$ cat src/pat_pkg.sv
package pat_pkg;

	localparam int FRAC_BITS = 16;
	localparam int ANGLE_BITS = 16;
	localparam int TRIG_FRAC = 16;

	localparam int COORD_W = 32;
	localparam int CMD_W = 3;
	localparam int ANGLE_IN_W = 16;
	localparam int DIFF_W = COORD_W + 1;
	localparam int PROD_W = 2 * DIFF_W;
	localparam int SINE_W = TRIG_FRAC + 1;
	localparam int TRIG_W = TRIG_FRAC + 2;
	localparam int TRIG_ONE = 1 << TRIG_FRAC;

	localparam int QUARTER_W = ANGLE_BITS - 2;
	localparam int QUARTER = 1 << QUARTER_W;
	localparam int ANGLE_DROP = (ANGLE_BITS <= ANGLE_IN_W) ? ANGLE_IN_W - ANGLE_BITS : 0;
	localparam int ANGLE_PAD = (ANGLE_BITS > ANGLE_IN_W) ? ANGLE_BITS - ANGLE_IN_W : 0;
	localparam int ANGLE_WIDE_W = ANGLE_IN_W + ANGLE_PAD;

	localparam int IN_TDATA_W = ((4 * COORD_W + ANGLE_IN_W + 7) / 8) * 8;
	localparam int OUT_TDATA_W = ((3 * COORD_W + 7) / 8) * 8;

	localparam int QUEUE_DEPTH = 2;
	localparam int QUEUE_PTR_W = (QUEUE_DEPTH > 1) ? $clog2(QUEUE_DEPTH) : 1;
	localparam int QUEUE_CNT_W = $clog2(QUEUE_DEPTH + 1);

	localparam logic [63:0] HALF_PI_Q62 = 64'h6487ED5110B4611A;

	// Rounded-up reciprocals of the Taylor divisors (2n)(2n+1), n = 1 to 12.
	localparam int RECIP_SHIFT = 48;
	localparam logic [63:0] RECIP_ONE = 64'd1 << RECIP_SHIFT;
	localparam logic [63:0] RECIP_TERM1 = (RECIP_ONE + 64'd5) / 64'd6;
	localparam logic [63:0] RECIP_TERM2 = (RECIP_ONE + 64'd19) / 64'd20;
	localparam logic [63:0] RECIP_TERM3 = (RECIP_ONE + 64'd41) / 64'd42;
	localparam logic [63:0] RECIP_TERM4 = (RECIP_ONE + 64'd71) / 64'd72;
	localparam logic [63:0] RECIP_TERM5 = (RECIP_ONE + 64'd109) / 64'd110;
	localparam logic [63:0] RECIP_TERM6 = (RECIP_ONE + 64'd155) / 64'd156;
	localparam logic [63:0] RECIP_TERM7 = (RECIP_ONE + 64'd209) / 64'd210;
	localparam logic [63:0] RECIP_TERM8 = (RECIP_ONE + 64'd271) / 64'd272;
	localparam logic [63:0] RECIP_TERM9 = (RECIP_ONE + 64'd341) / 64'd342;
	localparam logic [63:0] RECIP_TERM10 = (RECIP_ONE + 64'd419) / 64'd420;
	localparam logic [63:0] RECIP_TERM11 = (RECIP_ONE + 64'd505) / 64'd506;
	localparam logic [63:0] RECIP_TERM12 = (RECIP_ONE + 64'd599) / 64'd600;

	localparam logic [CMD_W-1:0] CMD_LOAD = 3'd0;
	localparam logic [CMD_W-1:0] CMD_TRANSLATE = 3'd1;
	localparam logic [CMD_W-1:0] CMD_SCALE = 3'd2;
	localparam logic [CMD_W-1:0] CMD_ROT_X = 3'd3;
	localparam logic [CMD_W-1:0] CMD_ROT_Y = 3'd4;
	localparam logic [CMD_W-1:0] CMD_ROT_Z = 3'd5;

	typedef logic signed [COORD_W-1:0] coord_t;
	typedef logic signed [DIFF_W-1:0] diff_t;
	typedef logic signed [PROD_W-1:0] prod_t;
	typedef logic signed [TRIG_W-1:0] trig_t;
	typedef logic [QUARTER_W-1:0] quarter_idx_t;
	typedef logic [ANGLE_BITS-1:0] angle_t;
	typedef logic [ANGLE_WIDE_W-1:0] angle_wide_t;

	localparam coord_t COORD_MAX = 32'sh7FFFFFFF;
	localparam coord_t COORD_MIN = 32'sh80000000;

	typedef enum logic [2:0] {
		OP_LOAD,
		OP_TRANSLATE,
		OP_SCALE,
		OP_ROT_X,
		OP_ROT_Y,
		OP_ROT_Z,
		OP_NOP
	} op_t;

	typedef struct packed {
		op_t    op;
		coord_t vec_x;
		coord_t vec_y;
		coord_t vec_z;
		coord_t factor;
		trig_t  sin_v;
		trig_t  cos_v;
	} item_t;

	typedef struct packed {
		logic   clip;
		coord_t value;
	} sat_res_t;

	function automatic logic [63:0] taylor_recip(input int n);
		case (n)
			1:       return RECIP_TERM1;
			2:       return RECIP_TERM2;
			3:       return RECIP_TERM3;
			4:       return RECIP_TERM4;
			5:       return RECIP_TERM5;
			6:       return RECIP_TERM6;
			7:       return RECIP_TERM7;
			8:       return RECIP_TERM8;
			9:       return RECIP_TERM9;
			10:      return RECIP_TERM10;
			11:      return RECIP_TERM11;
			12:      return RECIP_TERM12;
			default: return '0;
		endcase
	endfunction

	// Quarter-wave sine by a Taylor series in Q30, rounded to the trig format.
	// Gives one table entry; the tables are filled from it once at start-up.
	// Each term is divided by multiplying with a rounded-up reciprocal. The
	// dividend stays below 2^33, well inside the range where that is exact.
	function automatic logic [SINE_W-1:0] sine_entry(input int k);
		logic [63:0] step;
		logic [63:0] t;
		logic [63:0] t2;
		logic [63:0] term;
		logic [127:0] scaled;
		logic signed [63:0] sum;
		logic signed [63:0] r;
		step = HALF_PI_Q62 >> QUARTER_W;
		t = (step * 64'(k) + (64'd1 << 31)) >> 32;
		t2 = (t * t + (64'd1 << 29)) >> 30;
		term = t;
		sum = signed'(t);
		for (int n = 1; n <= 12; n++) begin
			term = (term * t2 + (64'd1 << 29)) >> 30;
			scaled = 128'(term) * 128'(taylor_recip(n));
			term = scaled[RECIP_SHIFT +: 64];
			if (n[0]) begin
				sum = sum - signed'(term);
			end else begin
				sum = sum + signed'(term);
			end
		end
		if (sum < 0) begin
			sum = 0;
		end
		r = (sum + (64'sd1 << (29 - TRIG_FRAC))) >>> (30 - TRIG_FRAC);
		if (r > 64'(TRIG_ONE)) begin
			r = 64'(TRIG_ONE);
		end
		return r[SINE_W-1:0];
	endfunction

	// Round half up after the binary point, add the pivot back, then clip.
	function automatic sat_res_t round_sat(input prod_t v, input coord_t pivot,
			input logic is_scale);
		prod_t q;
		prod_t t;
		sat_res_t r;
		if (is_scale) begin
			q = v >>> FRAC_BITS;
			t = q + prod_t'(pivot) + prod_t'(v[FRAC_BITS-1]);
		end else begin
			q = v >>> TRIG_FRAC;
			t = q + prod_t'(pivot) + prod_t'(v[TRIG_FRAC-1]);
		end
		if (t > prod_t'(COORD_MAX)) begin
			r.clip = 1'b1;
			r.value = COORD_MAX;
		end else if (t < prod_t'(COORD_MIN)) begin
			r.clip = 1'b1;
			r.value = COORD_MIN;
		end else begin
			r.clip = 1'b0;
			r.value = t[COORD_W-1:0];
		end
		return r;
	endfunction

	function automatic sat_res_t sat_add(input coord_t a, input coord_t b);
		diff_t s;
		sat_res_t r;
		s = diff_t'(a) + diff_t'(b);
		if (s[DIFF_W-1] != s[DIFF_W-2]) begin
			r.clip = 1'b1;
			r.value = s[DIFF_W-1] ? COORD_MIN : COORD_MAX;
		end else begin
			r.clip = 1'b0;
			r.value = s[COORD_W-1:0];
		end
		return r;
	endfunction

endpackage

$ cat src/pat_queue.sv
module pat_queue (
	input  logic           clk,
	input  logic           arst_n,
	input  logic           push_valid,
	output logic           push_ready,
	input  pat_pkg::item_t push_item,
	output logic           pop_valid,
	input  logic           pop_ready,
	output pat_pkg::item_t pop_item
);

	pat_pkg::item_t                 entry_q [pat_pkg::QUEUE_DEPTH];
	logic [pat_pkg::QUEUE_PTR_W-1:0] wr_ptr_q;
	logic [pat_pkg::QUEUE_PTR_W-1:0] rd_ptr_q;
	logic [pat_pkg::QUEUE_CNT_W-1:0] count_q;
	logic                            push;
	logic                            pop;

	function automatic logic [pat_pkg::QUEUE_PTR_W-1:0] next_ptr(
			input logic [pat_pkg::QUEUE_PTR_W-1:0] p);
		if (p == pat_pkg::QUEUE_PTR_W'(pat_pkg::QUEUE_DEPTH - 1)) begin
			return '0;
		end
		return p + pat_pkg::QUEUE_PTR_W'(1);
	endfunction

	assign push_ready = (count_q != pat_pkg::QUEUE_CNT_W'(pat_pkg::QUEUE_DEPTH));
	assign pop_valid = (count_q != '0);
	assign push = push_valid && push_ready;
	assign pop = pop_valid && pop_ready;
	assign pop_item = entry_q[rd_ptr_q];

	always_ff @(posedge clk or negedge arst_n) begin
		if (!arst_n) begin
			wr_ptr_q <= '0;
			rd_ptr_q <= '0;
			count_q <= '0;
		end else begin
			if (push) begin
				wr_ptr_q <= next_ptr(wr_ptr_q);
			end
			if (pop) begin
				rd_ptr_q <= next_ptr(rd_ptr_q);
			end
			if (push && !pop) begin
				count_q <= count_q + pat_pkg::QUEUE_CNT_W'(1);
			end else if (pop && !push) begin
				count_q <= count_q - pat_pkg::QUEUE_CNT_W'(1);
			end
		end
	end

	always_ff @(posedge clk) begin
		if (push) begin
			entry_q[wr_ptr_q] <= push_item;
		end
	end

endmodule

$ cat config.mk
export PLATFORM = sky130hd
export DESIGN_NAME = pat_queue
export DESIGN_NICKNAME = d
export VERILOG_FILES = /design/src/pat_pkg.sv /design/src/pat_queue.sv
export SDC_FILE = /design/constraint.sdc
export NUM_CORES = 1
export LEC_CHECK = 0
export BUFFER_PORTS_ARGS = -buffer_cell sky130_fd_sc_hd__clkbuf_2
export CAP_MARGIN = 0
export CORE_MARGIN = 3
export CORE_UTILIZATION = 31
export CTS_CLUSTER_SIZE = 12
export DETAILED_ROUTE_END_ITERATION = 8
export PLACE_DENSITY = 0.51
export SLEW_MARGIN = 20
export SYNTH_ARGS = -nofsm -noshare
export SYNTH_HDL_FRONTEND = slang
export SYNTH_SLANG_ARGS = --single-unit
$ cat constraint.sdc
create_clock -name clk -period 9.9 [get_ports clk]
set_clock_uncertainty 0.15 [all_clocks]
set_input_delay 1.98 -clock clk [delete_from_list [all_inputs] [get_ports clk]]
set_output_delay 1.98 -clock clk [all_outputs]
set_load 0.02 [all_outputs]
==> results.tsv, run 1 <==
metric	value	unit
first-pass GRT wire length	39.8	mm
area grow syn2layout	27.3	%
Tmin final	5.47	ns
Layout Utilization	0.402	
dpl cells	1391	
DP HPWL	18.1	mm
finished layout cell area	16100	sq um
Port Buffers	339	
most used cell, CP	buf_4	
CTS Root Cell	clkbuf_16	
flops & latches, synth	338	
most common cell after layout, fill and taps aside	clkbuf_2	
pwr dens	318	nW/um^2
# IOs	340	
Synth Instances	538	
1st-iter DRT viols	310	
setup tns final	0	ns
WP data arrival	3.34	ns
status	completed	
Slew HR	0.387	
CP endpoint kind	primary output	
endpoints failing hold	0	
Seq/Total Area, Yosys	0.799	
Hold Path Class	register to register	
Crit Path Class	register to primary output	
Routed WL	26.8	mm
Critical Path Slowest Stage Cell	buf_4	
core area	40100	sq um
buffer and inverter count on the worst path	3	
Die Wd	208	microns
via count	6296	
Overall Global Routing Usage	0.120	
number of CTS-inserted buffers	38	
CTS tree	yes	
chip height	208	microns
H-tree levels	2	
fin nets	1078	
slowest stage delay, CP	0.75	ns
final count of negative-setup-slack endpoints	0	
CTS resizes	0	
share of layout cells above drive strength 1	0.612	
Crit path required time	7.77	ns
Worst-Margin Slew	0.919	ns
Synth Warn #	0	
die area	43300	sq um
Post-Syn Area	12700	sq um
Distinct cells, synth	15	
routed len/inst	18.5	microns
Bufs on Longest Clock Path	3	
syn_nets	710	
hold buffers post-CTS	0	
clk sinks	338	
vias in the first global route	6589	
drt via density	4.33	
First-pass DRT Iterations	4	
max frequency	183	MHz
Worst-Skew Late Latency	0.53	ns
Final Non-Filler Cells	1454	
startpoint types	register	
Leak Pwr	0.00633	uW
pin count of the biggest net entering global routing	64	
Tcrit/Tclk final	0.552	
most frequent cells in the layout	339 x clkbuf_2, 334 x edfxtp_1, 101 x mux2_4	
Antenna Nets Post-Route	0	
critical path's top delay family	buffers and inverters	
reg-to-reg slack, setup	6.76	ns
Post CTS Setup Buffer Count	0	
Initial Util	0.316	
RePlAce Congestion	0.706	
Post-route DRC	0	
crit-path cells	buf_4 > buf_4 > mux2_2 > clkbuf_2	
Max-Cap Viols	0	
clock slew seen by the registers of the worst setup and hold paths	0.06	ns
CP Max Fanout	52	
post-placement cell area	14900	sq um
RSZ-0062 raised after global routing	no	
VDD IR max	0.000181	V
gr ovfl total	0	
Slew Limit Fails	0	
syn avg cell area	23.6	sq um
number of fill cells	3696	
std cell rows	73	
initial antenna violation count	5	
-- cells in the mapped netlist, drive strengths merged --
library cell	n	area share
edfxtp	334	0.79
mux2	167	0.18
buf	19	0.015
dfrtp	4	0.0079
xnor2	3	0.0021
nand2	2	0.00059
nor2	2	0.00059
xor2	2	0.0014
and3	1	0.00049
ha	1	0.00099
inv	1	0.00030
nand2b	1	0.00049
or2	1	0.00049
-- final timing paths --
| check | end | cells past startpoint | startpoint |
|---|---|---|---|
| worst max-delay path | pop_item[118] | 4 | rd_ptr_q$_DFFE_PN0P_ |
| worst min register to register | count_q[1]$_DFFE_PN0P_ | 1 | count_q[1]$_DFFE_PN0P_ |
| worst max register to register | entry_q[0][67]$_DFFE_PP_ | 5 | count_q[0]$_DFFE_PN0P_ |
| worst min-delay path | count_q[1]$_DFFE_PN0P_ | 1 | count_q[1]$_DFFE_PN0P_ |
| min in group asynchronous | rd_ptr_q$_DFFE_PN0P_ | 1 | arst_n |
| max in group asynchronous | rd_ptr_q$_DFFE_PN0P_ | 1 | arst_n |
-- final cells by class --
cell class,count,area [sq um],share of cell area
clock buffer,49,1060,0.0655
clock inverter,13,163,0.0101
multi-input combinational,180,2360,0.146
timing repair buffer,347,1760,0.109
sequential,338,10100,0.628
tap,525,657,0.0407
antenna,1,2.50,0.000155
inverter,1,3.75,0.000233
-- state kept, by name (all words and copies together) (netlist names) --
signal	flops
count_q	2
wr_ptr_q	1
rd_ptr_q	1
entry_q	334
-- report_power, final --
part           switching (uW)  internal [uW]  leakage, uW
Combinational            1000            692      0.00259
Clock                     521            850     0.000593
Sequential                100           1960      0.00315
-- metrics by stage --
stage / total power, uW / hold WS, ns / setup slack (ns)
2_1_floorplan: 3390 / 0.306 / 0.0487
3_3_place_gp: 3830 / 0.327 / 4.94
3_5_place_dp: 3840 / 0.335 / 4.91
4_1_cts: 5240 / 0.342 / 4.30
5_1_grt: 5380 / 0.358 / 4.24
6_report: 5130 / 0.337 / 4.43
-- routing by layer --
| layer | wire [microns] | share of wire | global-route usage | vias to the layer above |
|---|---|---|---|---|
| met5 | 23 | 0.00086 | 0 | - |
| met4 | 730 | 0.027 | 0.0502 | 4 |
| met3 | 2380 | 0.089 | 0.0466 | 50 |
| met2 | 12800 | 0.48 | 0.194 | 223 |
| met1 | 10900 | 0.40 | 0.145 | 3138 |
| li1 | - | - | - | 2881 |
-- worst reg2reg max path: cells and delay by family, from the launching register on --
family | cells | cell delay, ns
flip-flops | 1 | 0.41
buffers and inverters | 2 | 1.27
AND/OR/NAND/NOR | 3 | 0.90
-- cell families after synthesis --
group / after synthesis / share of synthesized area
buffers and inverters: 20 / 0.0152
DFF: 338 / 0.799
muxes: 167 / 0.178
adders and majority gates: 1 / 0.000987
and+or+nand+nor: 7 / 0.00267
xor gates and xnor gates: 5 / 0.00346
No activity file was read; power rests on OpenSTA's default activity.
==> run 2: changes to the inputs <==
--- a/config.mk
+++ b/config.mk
@@ -5,6 +5,7 @@
 export SDC_FILE = /design/constraint.sdc
 export NUM_CORES = 1
 export LEC_CHECK = 0
+export ABC_AREA = 1
 export BUFFER_PORTS_ARGS = -buffer_cell sky130_fd_sc_hd__clkbuf_2
 export CAP_MARGIN = 0
 export CORE_MARGIN = 3
==> constraint.sdc (replaced) <==
create_clock -name clk -period 5.1 [get_ports clk]
set_clock_uncertainty 0.15 [all_clocks]
set_input_delay 1.02 -clock clk [delete_from_list [all_inputs] [get_ports clk]]
set_output_delay 1.02 -clock clk [all_outputs]
set_load 0.02 [all_outputs]
==> results.tsv, run 2 <==
metric	value	unit
status	completed	
critical path's top delay family	buffers and inverters	
buffer and inverter count on the worst path	3	
clock slew seen by the registers of the worst setup and hold paths	0.05	ns
endpoints failing hold	0	
pin count of the biggest net entering global routing	81	
Die Wd	206	microns
most frequent cells in the layout	511 x nand2_1, 339 x clkbuf_2, 334 x edfxtp_1	
drt via density	4.24	
Crit Path Class	register to primary output	
fin nets	1425	
gr ovfl total	0	
worst hold margin	0.147	ns
Critical R2R Capture	entry_q[1][27]$_DFFE_PP_	
Worst-Margin Slew	0.811	ns
H-tree levels	2	
slowest stage delay, CP	0.70	ns
Synth top area share	0.806	
CTS resizes	0	
first-pass GRT wire length	43.7	mm
pwr dens	625	nW/um^2
reg-to-reg startpoint	count_q[0]$_DFFE_PN0P_	
number of CTS-inserted buffers	37	
final count of negative-setup-slack endpoints	0	
Synth Instances	901	
max frequency	266	MHz
Yosys top cell by area	edfxtp_1	
routed len/inst	16.3	microns
Tmin final	3.76	ns
Routed WL	29.3	mm
post-synthesis mux area share	0	
vias in the first global route	7635	
Critical Path Slowest Stage Cell	dfrtp_4	
initial antenna violation count	1	
CTS tree	yes	
dominant cells by area after synthesis	edfxtp_1 81%, nand2_1 15%, buf_6 1.3%	
flops & latches, synth	338	
Clock power frac	0.249	
Slew Limit Fails	0	
largest family of logic cells by synthesized area	simple AND/OR/NAND/NOR gates	
VDD IR max	0.000296	V
# IOs	340	
Net Switching	3690	uW
chip height	206	microns
EDFF count, synth	334	
Post CTS Setup Buffer Count	0	
Overall Global Routing Usage	0.134	
post-synthesis adder-cell area fraction	0.00101	
Biggest register	entry_q	
Initial Util	0.317	
most used cell, CP	nand2_1	
WP data arrival	2.59	ns
clk sinks	338	
Synth top cells by count	511 x nand2_1, 334 x edfxtp_1, 15 x buf_4	
startpoint types	register	
CTS Root Cell	clkbuf_16	
CP Max Fanout	80	
Distinct cells, synth	14	
Hold Path Class	primary input to asynchronous set/reset pin	
CP endpoint kind	primary output	
reg-to-reg slack, setup	2.60	ns
First-pass DRT Iterations	4	
Tcrit/Tclk final	0.737	
Synth Warn #	0	
switching share of power	0.376	
max FFs per register	334	
Max-Cap Viols	0	
RSZ-0062 raised after global routing	no	
number of fill cells	3734	
compound-gate portion of the synthesized area	0	
hold buffers post-CTS	0	
DP HPWL	18.9	mm
Top Registers	entry_q x334, count_q x2	
Crit path required time	3.93	ns
Post-route DRC	0	
finished layout cell area	15700	sq um
Post-Syn Area	12400	sq um
share of layout cells above drive strength 1	0.312	
most common cell after layout, fill and taps aside	nand2_1	
area grow syn2layout	26.5	%
Most used DFF post-synth	edfxtp_1	
R2R cell count	5	
syn_nets	1073	
die area	42600	sq um
Final Non-Filler Cells	1796	
count leader, synth	nand2_1	
share of power burned in registers	0.406	
xor and xnor fraction of the mapped netlist area	0.00141	
std cell rows	72	
via count	7614	
Bufs on Longest Clock Path	3	
Worst-Skew Late Latency	0.53	ns
internal power	6140	uW
post-synthesis simple-gate area fraction	0.156	
combinational share of power	0.344	
core area	39200	sq um
Antenna Nets Post-Route	0	
RePlAce Congestion	0.713	
Leak Pwr	0.00673	uW
Seq/Total Area, Yosys	0.814	
syn avg cell area	13.8	sq um
1st-iter DRT viols	404	
Slew HR	0.459	
crit-path cells	inv_6 > buf_4 > nand2_1 > nand2_1 > clkbuf_2	
ys async rst share	0.0118	
post-placement cell area	14600	sq um
dpl cells	1732	
Port Buffers	339	
run 2: cell count changes in the layout (fill, tap and decap cells not counted), sizes merged, moves of 2 or more:
cell    previous run  this run
nand2              2       511
mux2             167         0
inv                1         8
buf                8        11
bufinv             4         1
clkbuf           388       391
nand3              0         2
xnor2              3         1
run 2: layout make-up:
cell class | instances | area, sq um | area share
Inverter | 7 | 31.3 | 0.00199
Tap cell | 518 | 648 | 0.0412
Timing Repair Buffer | 350 | 1830 | 0.116
Clock inverter | 11 | 76.3 | 0.00485
Sequential cell | 338 | 10100 | 0.644
Clock buffer | 52 | 1020 | 0.0651
Antenna cell | 1 | 2.50 | 0.000159
Multi-Input combinational cell | 519 | 1990 | 0.126
run 2: cells by family (layout without fill, tap and decap cells):
kind of cell | Yosys count | after routing
other | 0 | 1
and+or+nand+nor | 516 | 516
DFF | 338 | 338
buffers and inverters | 44 | 420
adders and majority gates | 1 | 1
xor gates and xnor gates | 2 | 2
run 2: power groups by stage:
stage               clock network [uW]  logic (uW)  registers, uW
floorplan                            0        2320           4060
detailed placement                   0        3480           4050
CTS                               2540        3490           4000
finish                            2450        3380           3990
global route                      2650        3760           4050
global placement                     0        3470           4050
run 2: how the worst max path moves through the flow:
stage	start	endpoint	slack (ns)	cells after the start
after floorplan	push_valid	entry_q[0][0]$_DFFE_PP_	-1.00	2
after global placement	rd_ptr_q$_DFFE_PN0P_	pop_item[50]	1.82	5
after detailed placement	rd_ptr_q$_DFFE_PN0P_	pop_item[67]	1.79	5
after CTS	rd_ptr_q$_DFFE_PN0P_	pop_item[67]	1.21	5
after global routing	rd_ptr_q$_DFFE_PN0P_	pop_item[50]	1.11	5
final	rd_ptr_q$_DFFE_PN0P_	pop_item[67]	1.34	5
run 2: metrics by stage:
step	setup TNS, ns	utilization	worst slack (ns)	total power [uW]
2_1_floorplan	-334.33	-	-1.00	6370
3_3_place_gp	0	0.373	1.82	7520
3_5_place_dp	0	0.373	1.79	7530
4_1_cts	0	0.401	1.21	10000
5_1_grt	0	0.401	1.11	10500
6_report	0	0.401	1.34	9830
run 2: layer usage:
| layer | track usage | vias to the layer above | share of wire |
|---|---|---|---|
| li1 | - | 3758 | - |
| met1 | 0.171 | 3556 | 0.42 |
| met2 | 0.210 | 269 | 0.46 |
| met3 | 0.0561 | 31 | 0.10 |
| met4 | 0.0417 | 0 | 0.017 |
| met5 | 0 | - | 0 |
run 2: worst register-to-register path, stage by stage, from the launching register on:
cell and delay (ns):
dfrtp_1 0.38, inv_1 0.08, nand2_1 0.09, nand2_1 0.18, nor2_4 0.67, buf_4 0.54
==> run 3: changes to the inputs <==
--- a/config.mk
+++ b/config.mk
@@ -5,7 +5,7 @@
 export SDC_FILE = /design/constraint.sdc
 export NUM_CORES = 1
 export LEC_CHECK = 0
-export ABC_AREA = 1
+export ABC_AREA = 0
 export BUFFER_PORTS_ARGS = -buffer_cell sky130_fd_sc_hd__clkbuf_2
 export CAP_MARGIN = 0
 export CORE_MARGIN = 3
==> constraint.sdc (replaced) <==
create_clock -name clk -period 3.7 [get_ports clk]
set_clock_uncertainty 0.15 [all_clocks]
set_input_delay 0.74 -clock clk [delete_from_list [all_inputs] [get_ports clk]]
set_output_delay 0.74 -clock clk [all_outputs]
set_load 0.02 [all_outputs]
==> results.tsv, run 3 (synthesis results as in run 1) <==
metric	value	unit
H-tree levels	2	
clk sinks	338	
Post-route DRC	0	
fin nets	1089	
endpoints failing hold	0	
share of layout cells above drive strength 1	0.610	
Bufs on Longest Clock Path	3	
Worst-Skew Late Latency	0.54	ns
finished layout cell area	16300	sq um
Crit Path Class	register to primary output	
1st-iter DRT viols	228	
number of diodes	0	
CP startpoint	rd_ptr_q$_DFFE_PN0P_	
vias in the first global route	6671	
final setup margin	0.538	ns
most frequent cells in the layout	339 x clkbuf_2, 334 x edfxtp_1, 101 x mux2_4	
startpoint types	register	
number of CTS-inserted buffers	38	
core area	40100	sq um
Layout Utilization	0.406	
Antenna Nets Post-Route	0	
post-placement cell area	15200	sq um
final count of negative-setup-slack endpoints	0	
Initial Util	0.316	
initial antenna violation count	2	
VDD IR max	0.000414	V
reg-to-reg startpoint	count_q[0]$_DFFE_PN0P_	
RSZ-0062 raised after global routing	no	
CTS resizes	0	
RePlAce Congestion	0.675	
Biggest register	entry_q	
status	completed	
Routed WL	26.7	mm
pin count of the biggest net entering global routing	90	
WP data arrival	2.27	ns
Top Registers	entry_q x334, count_q x2	
CTS Root Cell	clkbuf_16	
CP endpoint kind	primary output	
max FFs per register	334	
most common cell after layout, fill and taps aside	clkbuf_2	
First-pass DRT Iterations	4	
Slew HR	0.616	
Overall Global Routing Usage	0.120	
hold path startpoint	push_item[129]	
std cell rows	73	
Tcrit/Tclk final	0.855	
Die Wd	208	microns
pwr dens	845	nW/um^2
routed len/inst	18.2	microns
DP HPWL	18.0	mm
chip height	208	microns
max frequency	316	MHz
Post-Place Setup Slack	1.05	ns
drt via density	4.30	
Tmin final	3.16	ns
WHS Path Cells	1	
area grow syn2layout	28.6	%
first-pass GRT wire length	40.0	mm
CP Max Fanout	22	
Slew Limit Fails	0	
Port Buffers	339	
reg-to-reg slack, setup	1.55	ns
gr ovfl total	0	
clock slew seen by the registers of the worst setup and hold paths	0.06	ns
die area	43300	sq um
Worst-Margin Slew	0.576	ns
Hold Path Class	primary input to register	
# IOs	340	
R2R cell count	3	
CTS tree	yes	
Leak Pwr	0.00638	uW
Crit path required time	2.81	ns
Max-Cap Viols	0	
via count	6312	
## run 3: cell count changes in the layout (fill, tap and decap cells not counted), moves of 2 or more
cell     change
xnor2_1      +2
buf_12       +8
inv_1        -5
nand2_1    -510
mux2_2      +66
nand3_1      -2
mux2_4     +101
## run 3: through the flow
stage                     hold WS, ns  power, uW  instances  setup TNS (ns)
final                           0.232      13800       1467               0
after global routing            0.196      14500       1467               0
after CTS                       0.184      14100       1467               0
after detailed placement        0.353      10500       1401               0
after global placement          0.351      10500       1401               0
after floorplan                 0.294       8950        538          -21.23
## run 3: timing repair
action	CTS	global route
hold buffers	1	0
hold endpoints to repair	4	0
setup buffers	0	0
## run 3: where the power goes
part	leakage [uW]	total, uW	internal, uW	switching (uW)
Clock	0.000546	3450	2040	1410
Combinational	0.00269	4850	2060	2790
Sequential	0.00315	5480	5230	248
Total	0.00638	13800	9330	4450
## run 3: worst max-delay path, stage by stage, from the launching register on
cell and delay, ns:
dfrtp_4 0.69, buf_12 0.26, buf_12 0.19, mux2_2 0.38, clkbuf_2 0.17
## run 3: final cells by class
| cell class | count | area (sq um) |
|---|---|---|
| fill | 3659 | 23800 |
| sequential | 338 | 10100 |
| multi-input combinational | 180 | 2380 |
| timing repair buffer | 358 | 1990 |
| clock buffer | 52 | 1000 |
| tap | 525 | 657 |
| clock inverter | 13 | 126 |
| inverter | 1 | 3.75 |
## run 3: path summary, 6_finish.rpt
path | to
max in group asynchronous | rd_ptr_q$_DFFE_PN0P_
hold / removal | entry_q[1][129]$_DFFE_PP_
min in group asynchronous | rd_ptr_q$_DFFE_PN0P_
setup / recovery | pop_item[161]
setup reg to reg | entry_q[1][136]$_DFFE_PP_
hold reg to reg | count_q[1]$_DFFE_PN0P_
## run 3: layer usage
metal / GRT usage / vias to the layer above / part of all wire
li1: - / 2911 / -
met1: 0.152 / 3119 / 0.42
met2: 0.184 / 235 / 0.46
met3: 0.0584 / 43 / 0.097
met4: 0.0360 / 4 / 0.023
met5: 0 / - / 0.00090
